### config.mk
export PLATFORM = sky130hd
export DESIGN_NAME = bounded_array_list_store_core
export DESIGN_NICKNAME = d
export VERILOG_FILES = /design/src/hdl/bals_pkg.sv /design/src/hdl/bals_ram.sv /design/src/hdl/bounded_array_list_store_core.sv
export SDC_FILE = /design/constraint.sdc
export NUM_CORES = 2
export LEC_CHECK = 0
export BUFFER_PORTS_ARGS = -buffer_cell sky130_fd_sc_hd__buf_2
export CAP_MARGIN = 20
export CORE_MARGIN = 2
export CORE_UTILIZATION = 35
export CTS_CLUSTER_DIAMETER = 50
export DETAILED_ROUTE_END_ITERATION = 10
export REMOVE_ABC_BUFFERS = 1
export SLEW_MARGIN = 20
export SYNTH_ARGS = -nofsm -noshare
export SYNTH_HDL_FRONTEND = slang
export SYNTH_SLANG_ARGS = --single-unit
### constraint.sdc
create_clock -name clk -period 8.5 [get_ports clk]
set_clock_uncertainty 0.15 [all_clocks]
set_input_delay 0.85 -clock clk [delete_from_list [all_inputs] [get_ports clk]]
set_output_delay 0.85 -clock clk [all_outputs]
set_load 0.05 [all_outputs]
### src/hdl/bals_pkg.sv
`timescale 1ns / 1ps
// Shared constants for the bounded array list store: field widths, the default
// capacity and the command codes. No dependencies.
package bals_pkg;

  localparam int DEPTH_DEF = 64;

  localparam int CMD_W  = 3;
  localparam int POS_W  = 7;
  localparam int LEN_W  = 7;
  localparam int VAL_W  = 32;
  localparam int FIDX_W = 6;
  localparam int CNT_W  = 7;

  localparam logic [CMD_W-1:0] CMD_FILL   = 3'd0;
  localparam logic [CMD_W-1:0] CMD_RESIZE = 3'd1;
  localparam logic [CMD_W-1:0] CMD_INSERT = 3'd2;
  localparam logic [CMD_W-1:0] CMD_APPEND = 3'd3;
  localparam logic [CMD_W-1:0] CMD_READ   = 3'd4;
  localparam logic [CMD_W-1:0] CMD_WRITE  = 3'd5;
  localparam logic [CMD_W-1:0] CMD_FIND   = 3'd6;

endpackage

### src/hdl/bals_ram.sv
`timescale 1ns / 1ps
// Generic single-clock RAM: one write port, one read port, registered read data.
// No dependencies.
module bals_ram #(
  parameter int WIDTH = 32,
  parameter int DEPTH = 64
) (
  input  logic                     clk,
  input  logic                     we,
  input  logic [$clog2(DEPTH)-1:0] waddr,
  input  logic [WIDTH-1:0]         wdata,
  input  logic                     re,
  input  logic [$clog2(DEPTH)-1:0] raddr,
  output logic [WIDTH-1:0]         rdata
);

  logic [WIDTH-1:0] mem [DEPTH];
  logic [WIDTH-1:0] rdata_r;

  always_ff @(posedge clk) begin
    if (we) begin
      mem[waddr] <= wdata;
    end
    if (re) begin
      rdata_r <= mem[raddr];
    end
  end

  assign rdata = rdata_r;

endmodule

### src/hdl/bounded_array_list_store_core.sv
`timescale 1ns / 1ps
// Bounded array list store: top level, command sequencer around one word RAM.
// Depends on bals_pkg and bals_ram.

// Keeps an ordered list of up to DEPTH 32-bit words in a single RAM with one write
// and one registered read port, plus a live count in a register. One command is
// worked at a time; a new beat is taken as soon as the sequencer is back in idle,
// even while the previous result still waits at the output register. Fill and
// resize write one word at a time through the single RAM write port (resize only
// when growing, with zeros), insert and append shift the tail up one word at a
// time, find reads one word at a time through the read port until a match or the
// count; read and write each touch one word, and a rejected command touches none.
// No clearing pass is needed after reset.
module bounded_array_list_store_core
  import bals_pkg::*;
#(
  parameter int DEPTH = DEPTH_DEF
) (
  input  logic              clk,
  input  logic              rst_n,
  input  logic              in_valid,
  output logic              in_stall,
  input  logic [CMD_W-1:0]  in_command,
  input  logic [POS_W-1:0]  in_position,
  input  logic [LEN_W-1:0]  in_length,
  input  logic [VAL_W-1:0]  in_value,
  output logic              out_valid,
  input  logic              out_stall,
  output logic              out_ok,
  output logic [VAL_W-1:0]  out_read_value,
  output logic              out_found,
  output logic [FIDX_W-1:0] out_found_index,
  output logic [CNT_W-1:0]  out_element_count
);

  localparam int AW = $clog2(DEPTH);
  localparam int CW = $clog2(DEPTH + 1);
  localparam int XW = (CW > POS_W) ? CW : POS_W;
  localparam logic [XW-1:0] DEPTH_X = XW'(DEPTH);

  localparam logic [2:0] ST_IDLE  = 3'd0;
  localparam logic [2:0] ST_FILL  = 3'd1;
  localparam logic [2:0] ST_SHIFT = 3'd2;
  localparam logic [2:0] ST_PUT   = 3'd3;
  localparam logic [2:0] ST_RWAIT = 3'd4;
  localparam logic [2:0] ST_SCAN  = 3'd5;
  localparam logic [2:0] ST_DONE  = 3'd6;

  logic [2:0]        state_r, state_nxt;
  logic [CW-1:0]     count_r, count_nxt;
  logic [CW-1:0]     cur_r, cur_nxt;
  logic [CW-1:0]     end_r, end_nxt;
  logic [CW-1:0]     pos_r, pos_nxt;
  logic [AW-1:0]     dst_r, dst_nxt;
  logic              pend_r, pend_nxt;
  logic [VAL_W-1:0]  val_r, val_nxt;
  logic              res_ok_r, res_ok_nxt;
  logic [VAL_W-1:0]  res_rd_r, res_rd_nxt;
  logic              res_fnd_r, res_fnd_nxt;
  logic [FIDX_W-1:0] res_fidx_r, res_fidx_nxt;
  logic              out_valid_r, out_valid_nxt;
  logic              out_load;

  logic              ram_we, ram_re;
  logic [AW-1:0]     ram_waddr, ram_raddr;
  logic [VAL_W-1:0]  ram_wdata, ram_rdata;

  logic [XW-1:0]     pos_x, len_x, cnt_x, ins_x;
  logic [CW-1:0]     cur_dec;

  bals_ram #(
    .WIDTH (VAL_W),
    .DEPTH (DEPTH)
  ) u_ram (
    .clk   (clk),
    .we    (ram_we),
    .waddr (ram_waddr),
    .wdata (ram_wdata),
    .re    (ram_re),
    .raddr (ram_raddr),
    .rdata (ram_rdata)
  );

  assign pos_x   = XW'(in_position);
  assign len_x   = XW'(in_length);
  assign cnt_x   = XW'(count_r);
  assign ins_x   = (in_command == CMD_APPEND) ? cnt_x : pos_x;
  assign cur_dec = cur_r - CW'(1);

  assign in_stall = (state_r != ST_IDLE);
  assign out_load = (state_r == ST_DONE) && (!out_valid_r || !out_stall);

  always_comb begin
    state_nxt    = state_r;
    count_nxt    = count_r;
    cur_nxt      = cur_r;
    end_nxt      = end_r;
    pos_nxt      = pos_r;
    dst_nxt      = dst_r;
    pend_nxt     = pend_r;
    val_nxt      = val_r;
    res_ok_nxt   = res_ok_r;
    res_rd_nxt   = res_rd_r;
    res_fnd_nxt  = res_fnd_r;
    res_fidx_nxt = res_fidx_r;
    ram_we       = 1'b0;
    ram_waddr    = '0;
    ram_wdata    = val_r;
    ram_re       = 1'b0;
    ram_raddr    = '0;

    unique case (state_r)
      ST_IDLE: begin
        if (in_valid) begin
          res_ok_nxt   = 1'b0;
          res_rd_nxt   = '0;
          res_fnd_nxt  = 1'b0;
          res_fidx_nxt = '0;
          val_nxt      = in_value;
          pend_nxt     = 1'b0;
          state_nxt    = ST_DONE;
          unique case (in_command) inside
            CMD_FILL, CMD_RESIZE: begin
              if (len_x <= DEPTH_X) begin
                res_ok_nxt = 1'b1;
                end_nxt    = CW'(len_x);
                state_nxt  = ST_FILL;
                if (in_command == CMD_FILL) begin
                  cur_nxt = '0;
                end else begin
                  cur_nxt = count_r;
                  val_nxt = '0;
                end
              end
            end
            CMD_INSERT, CMD_APPEND: begin
              if (ins_x <= cnt_x && cnt_x < DEPTH_X) begin
                res_ok_nxt = 1'b1;
                pos_nxt    = CW'(ins_x);
                cur_nxt    = count_r;
                state_nxt  = ST_SHIFT;
              end
            end
            CMD_READ: begin
              if (pos_x < cnt_x) begin
                res_ok_nxt = 1'b1;
                ram_re     = 1'b1;
                ram_raddr  = pos_x[AW-1:0];
                state_nxt  = ST_RWAIT;
              end
            end
            CMD_WRITE: begin
              if (pos_x < cnt_x) begin
                res_ok_nxt = 1'b1;
                ram_we     = 1'b1;
                ram_waddr  = pos_x[AW-1:0];
                ram_wdata  = in_value;
              end
            end
            CMD_FIND: begin
              res_ok_nxt = 1'b1;
              cur_nxt    = '0;
              state_nxt  = ST_SCAN;
            end
            default: begin
            end
          endcase
        end
      end
      ST_FILL: begin
        if (cur_r < end_r) begin
          ram_we    = 1'b1;
          ram_waddr = cur_r[AW-1:0];
          ram_wdata = val_r;
          cur_nxt   = cur_r + CW'(1);
        end else begin
          count_nxt = end_r;
          state_nxt = ST_DONE;
        end
      end
      ST_SHIFT: begin
        if (pend_r) begin
          ram_we    = 1'b1;
          ram_waddr = dst_r;
          ram_wdata = ram_rdata;
        end
        if (cur_r > pos_r) begin
          ram_re    = 1'b1;
          ram_raddr = cur_dec[AW-1:0];
          dst_nxt   = cur_r[AW-1:0];
          cur_nxt   = cur_dec;
          pend_nxt  = 1'b1;
        end else begin
          pend_nxt  = 1'b0;
          state_nxt = ST_PUT;
        end
      end
      ST_PUT: begin
        ram_we    = 1'b1;
        ram_waddr = pos_r[AW-1:0];
        ram_wdata = val_r;
        count_nxt = count_r + CW'(1);
        state_nxt = ST_DONE;
      end
      ST_RWAIT: begin
        res_rd_nxt = ram_rdata;
        state_nxt  = ST_DONE;
      end
      ST_SCAN: begin
        if (pend_r && ram_rdata == val_r) begin
          res_fnd_nxt  = 1'b1;
          res_fidx_nxt = FIDX_W'(dst_r);
          pend_nxt     = 1'b0;
          state_nxt    = ST_DONE;
        end else if (cur_r < count_r) begin
          ram_re    = 1'b1;
          ram_raddr = cur_r[AW-1:0];
          dst_nxt   = cur_r[AW-1:0];
          cur_nxt   = cur_r + CW'(1);
          pend_nxt  = 1'b1;
        end else begin
          pend_nxt = 1'b0;
          if (!pend_r) begin
            state_nxt = ST_DONE;
          end
        end
      end
      ST_DONE: begin
        if (out_load) begin
          state_nxt = ST_IDLE;
        end
      end
      default: begin
        state_nxt = ST_IDLE;
      end
    endcase
  end

  always_comb begin
    out_valid_nxt = out_valid_r && out_stall;
    if (out_load) begin
      out_valid_nxt = 1'b1;
    end
  end

  always_ff @(posedge clk) begin
    if (!rst_n) begin
      state_r     <= ST_IDLE;
      count_r     <= '0;
      pend_r      <= 1'b0;
      out_valid_r <= 1'b0;
    end else begin
      state_r     <= state_nxt;
      count_r     <= count_nxt;
      pend_r      <= pend_nxt;
      out_valid_r <= out_valid_nxt;
    end
  end

  always_ff @(posedge clk) begin
    cur_r      <= cur_nxt;
    end_r      <= end_nxt;
    pos_r      <= pos_nxt;
    dst_r      <= dst_nxt;
    val_r      <= val_nxt;
    res_ok_r   <= res_ok_nxt;
    res_rd_r   <= res_rd_nxt;
    res_fnd_r  <= res_fnd_nxt;
    res_fidx_r <= res_fidx_nxt;
    if (out_load) begin
      out_ok            <= res_ok_r;
      out_read_value    <= res_rd_r;
      out_found         <= res_fnd_r;
      out_found_index   <= res_fidx_r;
      out_element_count <= CNT_W'(count_r);
    end
  end

  assign out_valid = out_valid_r;

endmodule
=== Word level (Yosys, flattened, before mapping) ===
Memory sizes are Yosys's and may differ from the RTL's. A register that Yosys moved wholly into a read port is not among the register bits.
Index checks and enable logic that the tools add are counted.

* Add/subtract/negate cells: 3
* Magnitude comparators: 7
* Eq/ne operators: 27
* Mux-type cells: 76
* Reductions and logical operators: 30

{| class="wikitable"
|+ Operator list
! operator !! count
|-
| two-way mux 32 bit || 8
|-
| one-hot mux 32 bit (2 select lines) || 2
|-
| two-way mux 6 bit || 15
|-
| two-way mux 7 bit || 10
|-
| equality test 32 bit || 1
|-
| one-hot mux 7 bit (4 select lines) || 1
|-
| two-way mux 3 bit || 9
|-
| one-hot mux 6 bit (2 select lines) || 2
|-
| one-hot mux 6 bit (4 select lines) || 1
|-
| < comparator 7 bit || 3
|-
| one-hot mux 7 bit (3 select lines) || 1
|-
| equality test 3 bit (second input constant) || 6
|-
| inequality test 2 bit (second input constant) || 9
|-
| one-hot mux 3 bit (6 select lines) || 1
|-
| one-hot mux 6 bit (3 select lines) || 1
|-
| two-way mux 1 bit || 17
|-
| adder 7 x 1 -> 7 bit (second input constant) || 2
|-
| one-hot mux 7 bit (2 select lines) || 1
|-
| equality test 3 x 2 -> 1 bit (second input constant) || 4
|-
| inequality test 3 bit (second input constant) || 4
|-
| one-hot mux 3 bit (4 select lines) || 1
|-
| AND reduction 4 bit || 3
|-
| AND reduction 9 bit || 1
|-
| one-hot mux 1 bit (4 select lines) || 2
|-
| 21 further kinds || 38
|}

* Register bits after elaboration: 158
* Memory bits (writable): 2,048
* Bits of input ports: 53
* Logic and storage cells: 162
* Memories kept: 1

{| class="wikitable"
|+ Memory list
! name !! depth !! width !! read ports !! clocked after memory_dff !! wr ports !! RTL line !! source
|-
| u_ram.mem || 64 || 32 || 1 || 1 || 1 || bals_ram.sv:17 || <nowiki>logic [WIDTH-1:0] mem [DEPTH];</nowiki>
|}

=== Depth between registers and ports, before layout ===
* Depth after elaboration: 8
* Depth in mapped cells: 18

=== Modules after synthesis ===
From an unflattened synthesis, not the netlist that was laid out.

* Cells, all modules: 4,296
* Area, all modules: 88,188.3 um^2

{| class="wikitable"
|+ Modules (own cells, without submodules)
! module !! instances !! cells an instance !! area each (um^2) !! sequential area each (um^2)
|-
| bals_ram || 1 || 3,511 || 79,359.9 || 62,459.9
|-
| bounded_array_list_store_core || 1 || 785 || 8,828.5 || 4,624.4
|}

=== Worst setup path before layout ===
No wires, ideal clock.

* Path kind: input to register
* Start point: in in_position[2]
* End point: mem u_ram.mem[0][21], data pin
* Library setup time: 0.741 ns
* Arrival time: 5.532 ns
* Required time: 7.609 ns
* Setup slack: 2.077 ns
* Stages on the path: 10
* Cells stage by stage: ha_1 > a21o_1 > a31oi_1 > nor2_1 > a211oi_1 > and4_1 > clkbuf_1 > buf_1 > mux2i_1 > a221oi_1

* Word-level cells in the longest chain between the ends: 5

{| class="wikitable"
|+ RTL lines
! item !! RTL line !! source
|-
| from (decl) || bounded_array_list_store_core.sv:24 || <nowiki>input logic [POS_W-1:0] in_position,</nowiki>
|-
| < comparator 7 bit || bounded_array_list_store_core.sv:153 || <nowiki>if (pos_x < cnt_x) begin</nowiki>
|-
| two-way mux 32 bit || bounded_array_list_store_core.sv:153 ||
|-
| two-way mux 32 bit || bounded_array_list_store_core.sv:122 || <nowiki>unique case (in_command) inside</nowiki>
|-
| two-way mux 32 bit || bounded_array_list_store_core.sv:114 || <nowiki>if (in_valid) begin</nowiki>
|-
| one-hot mux 32 bit (2 select lines) || bounded_array_list_store_core.sv:112 || <nowiki>unique case (state_r)</nowiki>
|-
| via ram_wdata[21] || bounded_array_list_store_core.sv:66 || <nowiki>logic [VAL_W-1:0] ram_wdata, ram_rdata;</nowiki>
|-
| to (decl) || bals_ram.sv:17 ||
|}

The timed path passes the listed nets, and every way through them passes these cells.

=== Worst setup path in the final report ===
* Start point: reg cur_r[3]
* End point: reg u_ram.rdata_r[7], in the netlist u_ram.rdata[7], read port of u_ram.mem, data pin

* Word-level cells in the longest chain between the ends: 4

{| class="wikitable"
|+ RTL lines
! item !! RTL line !! source
|-
| from (decl) || bounded_array_list_store_core.sv:51 || <nowiki>logic [CW-1:0] cur_r, cur_nxt;</nowiki>
|-
| from (signal assigned) || bounded_array_list_store_core.sv:261 || <nowiki>cur_r <= cur_nxt;</nowiki>
|-
| < comparator 7 bit || bounded_array_list_store_core.sv:215 || <nowiki>end else if (cur_r < count_r) begin</nowiki>
|-
| two-way mux 6 bit or two-way mux 1 bit (tied branches) || bounded_array_list_store_core.sv:215 ||
|-
| two-way mux 6 bit or two-way mux 1 bit (tied branches) || bounded_array_list_store_core.sv:210 || <nowiki>if (pend_r && ram_rdata == val_r) begin</nowiki>
|-
| one-hot mux 6 bit (3 select lines) or one-hot mux 1 bit (3 select lines) (tied branches) || bounded_array_list_store_core.sv:112 ||
|-
| to (decl) || bals_ram.sv:18 || <nowiki>logic [WIDTH-1:0] rdata_r;</nowiki>
|}

Several ways; a longest one is shown, not always the timed one.
A chain may end at the register's enable or synchronous reset.

==> insert_results.sql <==
INSERT INTO impl_metrics (metric_group, metric, value, unit) VALUES
('outcome', 'status', 'finished clean', ''),
('timing', 'layout_worst_path_cycle_share', '0.7615', ''),
('final_layout', 'final-instance-count-excl-fill', '9665', ''),
('clock_network', 'post_cts_buffers', '0', ''),
('worst_hold_path', 'worstHoldPathType', 'input port to flip-flop', ''),
('die', 'floorplan_core_area', '251900', 'µm²'),
('detailed_routing', 'finalWirelength', '274600', 'µm'),
('placement', 'post-dp-hpwl', '163500', 'µm'),
('yosys', 'synth-edff-count', '2226', ''),
('timing', 'max-slew-margin-rel', '0.1849', ''),
('die', 'pin_count', '102', ''),
('setup_path', 'worst_setup_path_end_kind', 'flip-flop', ''),
('global_route', 'first_global_vias', '50276', ''),
('clock_network', 'number_of_gates_resized_after_cts', '0', ''),
('yosys', 'netlist.top_cell.by_area', 'sky130_fd_sc_hd__edfxtp_1', ''),
('die', 'dieHeight', '507.7', 'µm'),
('timing', 'hold_viol', '0', ''),
('yosys', 'postSynthAreaPerCell', '14.80', 'µm²'),
('timing', 'final-max-slew-violation-count', '0', ''),
('detailed_routing', 'avgViaCountPerCell', '5.648', ''),
('setup_path', 'timing.critical_path.buf_inv', '2', ''),
('yosys', 'postSynth.asyncResetShare', '0', ''),
('placement', 'place.gp.congestion', '0.9291', ''),
('final_layout', 'syn_to_final_growth', '15.15', '%'),
('setup_path', 'crit_path_required_time', '9.08', 'ns'),
('detailed_routing', 'wl_per_cell', '28.41', 'µm'),
('global_route', 'grt_first_pass_wirelength', '383800', 'µm'),
('yosys', 'seq_area_frac_synth', '0.7554', ''),
('die', 'rows', '184', ''),
('yosys', 'synth-main-ff-cell', 'sky130_fd_sc_hd__edfxtp_1', ''),
('yosys', 'synth.yosys.warnings', '0', ''),
('pwr', 'power_per_cell_area', '361.6', 'nW/µm²'),
('timing', 'whs', '0.1240', 'ns'),
('setup_path', 'arrival', '7.06', 'ns'),
('detailed_routing', 'route.vias.total', '54584', ''),
('clock_network', 'clock_sink_count', '2238', ''),
('global_route', 'number_of_antenna_violations_at_the_first_check_in_global_routing', '30', ''),
('detailed_routing', 'drt_first_iter_violations', '8186', ''),
('die', 'start_util', '0.3526', ''),
('clock_network', 'clock_tree.htree_level_count', '4', ''),
('setup_path', 'category_of_the_critical_setup_timing_path', 'flip-flop to flip-flop', ''),
('final_layout', 'fraction_of_final_layout_cells_sized_beyond_drive_strength_1', '0.1361', ''),
('global_route', 'grt_util_all_layers', '0.2072', ''),
('timing', 'fin_crit', '6.473', 'ns'),
('global_route', 'pin_count_of_the_biggest_net_entering_global_routing', '163', ''),
('yosys', 'synthDistinctLibCells', '73', ''),
('setup_path', 'cpPeakStageDelay', '0.82', 'ns'),
('die', 'die-area', '257800', 'µm²'),
('detailed_routing', 'ant_nets', '0', ''),
('yosys', 'yosys.area.top_type_share', '0.7527', ''),
('timing', 'tns', '0', 'ns'),
('pwr', 'cellLeakagePower', '33.41', 'nW'),
('timing', 'setup-violations-final', '0', ''),
('setup_path', 'cp-start-kind', 'flip-flop', ''),
('setup_path', 'critical_path.slowest_cell', 'sky130_fd_sc_hd__and2_4', ''),
('clock_network', 'clk_transition_reported_paths', '0.06', 'ns'),
('final_layout', 'nets', '6202', ''),
('setup_path', 'worstPathCellList', 'ha_1 -> and4_1 -> a21boi_0 -> o211ai_1 -> a2bb2oi_1 -> and2_4 -> buf_12 -> buf_4 -> nand2_1 -> nand3_1 -> nand4_1 -> a32oi_1 -> and3_1', ''),
('yosys', 'syn-instance-count', '6000', ''),
('placement', 'port_buffers', '101', ''),
('global_route', 'globalRouteOverflowTotal', '0', ''),
('job', 'maxCapViolCount', '0', ''),
('timing', 'clock.fmax', '154.5', 'MHz'),
('clock_network', 'cts_max_path_buffers', '3', ''),
('clock_network', 'clock_latency', '0.89', 'ns'),
('clock_network', 'tritoncts.num_buffers', '229', ''),
('yosys', 'ys_top_cells_by_area', 'sky130_fd_sc_hd__edfxtp_1 75%, sky130_fd_sc_hd__nand2_1 5.8%, sky130_fd_sc_hd__nand3_1 3.7%', ''),
('yosys', 'yosys_register_bits', '2238', ''),
('setup_path', 'cp_top_family', 'simple AND/OR/NAND/NOR gates', ''),
('pwr', 'worst_ir_drop_vdd', '0.5400', 'mV'),
('timing', 'setup_repair_after_global_routing_missed_its_margin', 'no', ''),
('clock_network', 'cts_tree', 'yes', ''),
('clock_network', 'root_buffer', 'sky130_fd_sc_hd__clkbuf_16', ''),
('placement', 'placed_cells', '9203', ''),
('yosys', 'mappedNetlistArea', '88800', 'µm²'),
('die', 'dieWidth', '507.7', 'µm'),
('detailed_routing', 'remaining_design_rule_violation_count', '0', ''),
('detailed_routing', 'pre_antenna_drt_iters', '6', ''),
('pwr', 'total_power_after_layout', '36.98', 'mW'),
('setup_path', 'critical_path.max_fanout', '128', ''),
('timing', 'max_slew.worst_pin.slew', '1.219', 'ns');
layout make-up:
| class | count | area, µm² |
|---|---|---|
| fillers | 22805 | 149600 |
| diodes | 5 | 12.51 |
| clock inverters | 148 | 1237 |
| clock buffers | 281 | 5989 |
| inverters | 27 | 101.3 |
| well taps | 3348 | 4189 |
| repair buffers | 266 | 2411 |
| flip-flops and latches | 2238 | 67090 |
| multi-input cells | 3352 | 21230 |
registers in the layout, indices dropped and copies added, names as in the netlist, 7 cells and up:
| signal | count |
|---|---|
| cnt_x | 7 |
| res_rd_r | 32 |
| out_element_count | 7 |
| pos_r | 7 |
| end_r | 7 |
| cur_r | 7 |
| u_ram.rdata | 32 |
| val_r | 32 |
| out_read_value | 32 |
| u_ram.mem | 2048 |
cell usage in the layout (no fill, tap or decap), drive strengths merged, types with 45 or more instances in the layout:
cell type	instances
a221oi	45
a31oi	212
a32oi	124
buf	258
clkbuf	282
clkinv	102
edfxtp	2226
inv	52
mux2i	139
mux4	125
nand2	1377
nand3	651
nand4	52
nor2	127
o21ai	57
what timing repair did:
item | in CTS | in global routing
hold buffers | 7 | 0
hold endpoints to repair | 7 | 0
endpoints found under the setup margin | 0 | 0
path summary, 6_finish.rpt:
check	from	endpoint	slack (ns)	cells after the start
worst max-delay path	cur_r[3]	u_ram.rdata[7]	2.03	13
worst min-delay path	out_stall	out_valid	0.12	3
worst max register to register	cur_r[3]	u_ram.rdata[7]	2.03	13
worst min register to register	res_rd_r[14]	out_read_value[14]	0.26	0
cell usage after synthesis, types with 9 or more instances:
| cell | n |
|---|---|
| sky130_fd_sc_hd__nor2_1 | 127 |
| sky130_fd_sc_hd__a22oi_1 | 37 |
| sky130_fd_sc_hd__and2_1 | 39 |
| sky130_fd_sc_hd__nand3_1 | 651 |
| sky130_fd_sc_hd__mux2i_1 | 139 |
| sky130_fd_sc_hd__clkbuf_1 | 242 |
| sky130_fd_sc_hd__nand3b_1 | 36 |
| sky130_fd_sc_hd__a21o_1 | 10 |
| sky130_fd_sc_hd__nand2_1 | 1377 |
| sky130_fd_sc_hd__nor2b_1 | 37 |
| sky130_fd_sc_hd__buf_2 | 101 |
| sky130_fd_sc_hd__dfxtp_1 | 12 |
| sky130_fd_sc_hd__nand4_1 | 52 |
| sky130_fd_sc_hd__buf_1 | 21 |
| sky130_fd_sc_hd__a31oi_1 | 212 |
| sky130_fd_sc_hd__inv_1 | 26 |
| sky130_fd_sc_hd__edfxtp_1 | 2226 |
| sky130_fd_sc_hd__a22o_1 | 31 |
| sky130_fd_sc_hd__a21oi_1 | 26 |
| sky130_fd_sc_hd__a221o_1 | 10 |
| sky130_fd_sc_hd__a32oi_1 | 124 |
| sky130_fd_sc_hd__xnor2_1 | 38 |
| sky130_fd_sc_hd__buf_4 | 16 |
| sky130_fd_sc_hd__ha_1 | 35 |
| sky130_fd_sc_hd__nor3_1 | 9 |
| sky130_fd_sc_hd__and3_1 | 42 |
| sky130_fd_sc_hd__mux4_2 | 125 |
| sky130_fd_sc_hd__o21ai_0 | 57 |
| sky130_fd_sc_hd__a221oi_1 | 44 |
worst min-delay path, cell delays in order:
cell                       delay, ns
sky130_fd_sc_hd__buf_2          0.13
sky130_fd_sc_hd__nand2_1        0.05
sky130_fd_sc_hd__a21boi_0       0.06
routing by layer:
layer | vias up | share of wire | global-route usage
li1 | 23154 | - | -
met1 | 27941 | 0.41 | 0.2928
met2 | 3001 | 0.44 | 0.3089
met3 | 480 | 0.11 | 0.04693
met4 | 8 | 0.044 | 0.08321
met5 | - | 0.00025 | 0
report_power, final:
part           switching (mW)  leakage [nW]  internal (mW)
combinational            9.07          9.75           2.31
clock                    4.36          3.52           5.36
sequential              0.378          20.1           15.5
total                    13.8          33.4           23.2
metrics by stage:
| step | cell area (µm²) | utilization | setup WS (ns) |
|---|---|---|---|
| CTS | 101800 | 0.4040 | 2.066 |
| floorplan | 87160 | - | -16.17 |
| global route | 102200 | 0.4060 | 1.842 |
| detailed placement | 94460 | 0.3750 | 1.890 |
| finish | 102300 | 0.4060 | 2.027 |
| global placement | 94270 | 0.3743 | 1.912 |
kinds of logic (layout without fill, tap and decap cells):
kind of cell / count (synthesis) / count (layout) / share of synthesized area
AO/OA/AOI/OAI: 606 / 606 / 0.04955
flip-flops: 2238 / 2238 / 0.7554
XOR/XNOR: 41 / 41 / 0.004044
multiplexers: 268 / 268 / 0.04788
other: 0 / 5 / 0
buffers and inverters: 410 / 722 / 0.01968
adder cells (fa/ha/maj): 35 / 35 / 0.004931
AND/OR/NAND/NOR: 2402 / 2402 / 0.1185
(Power assumes the default switching activity.)
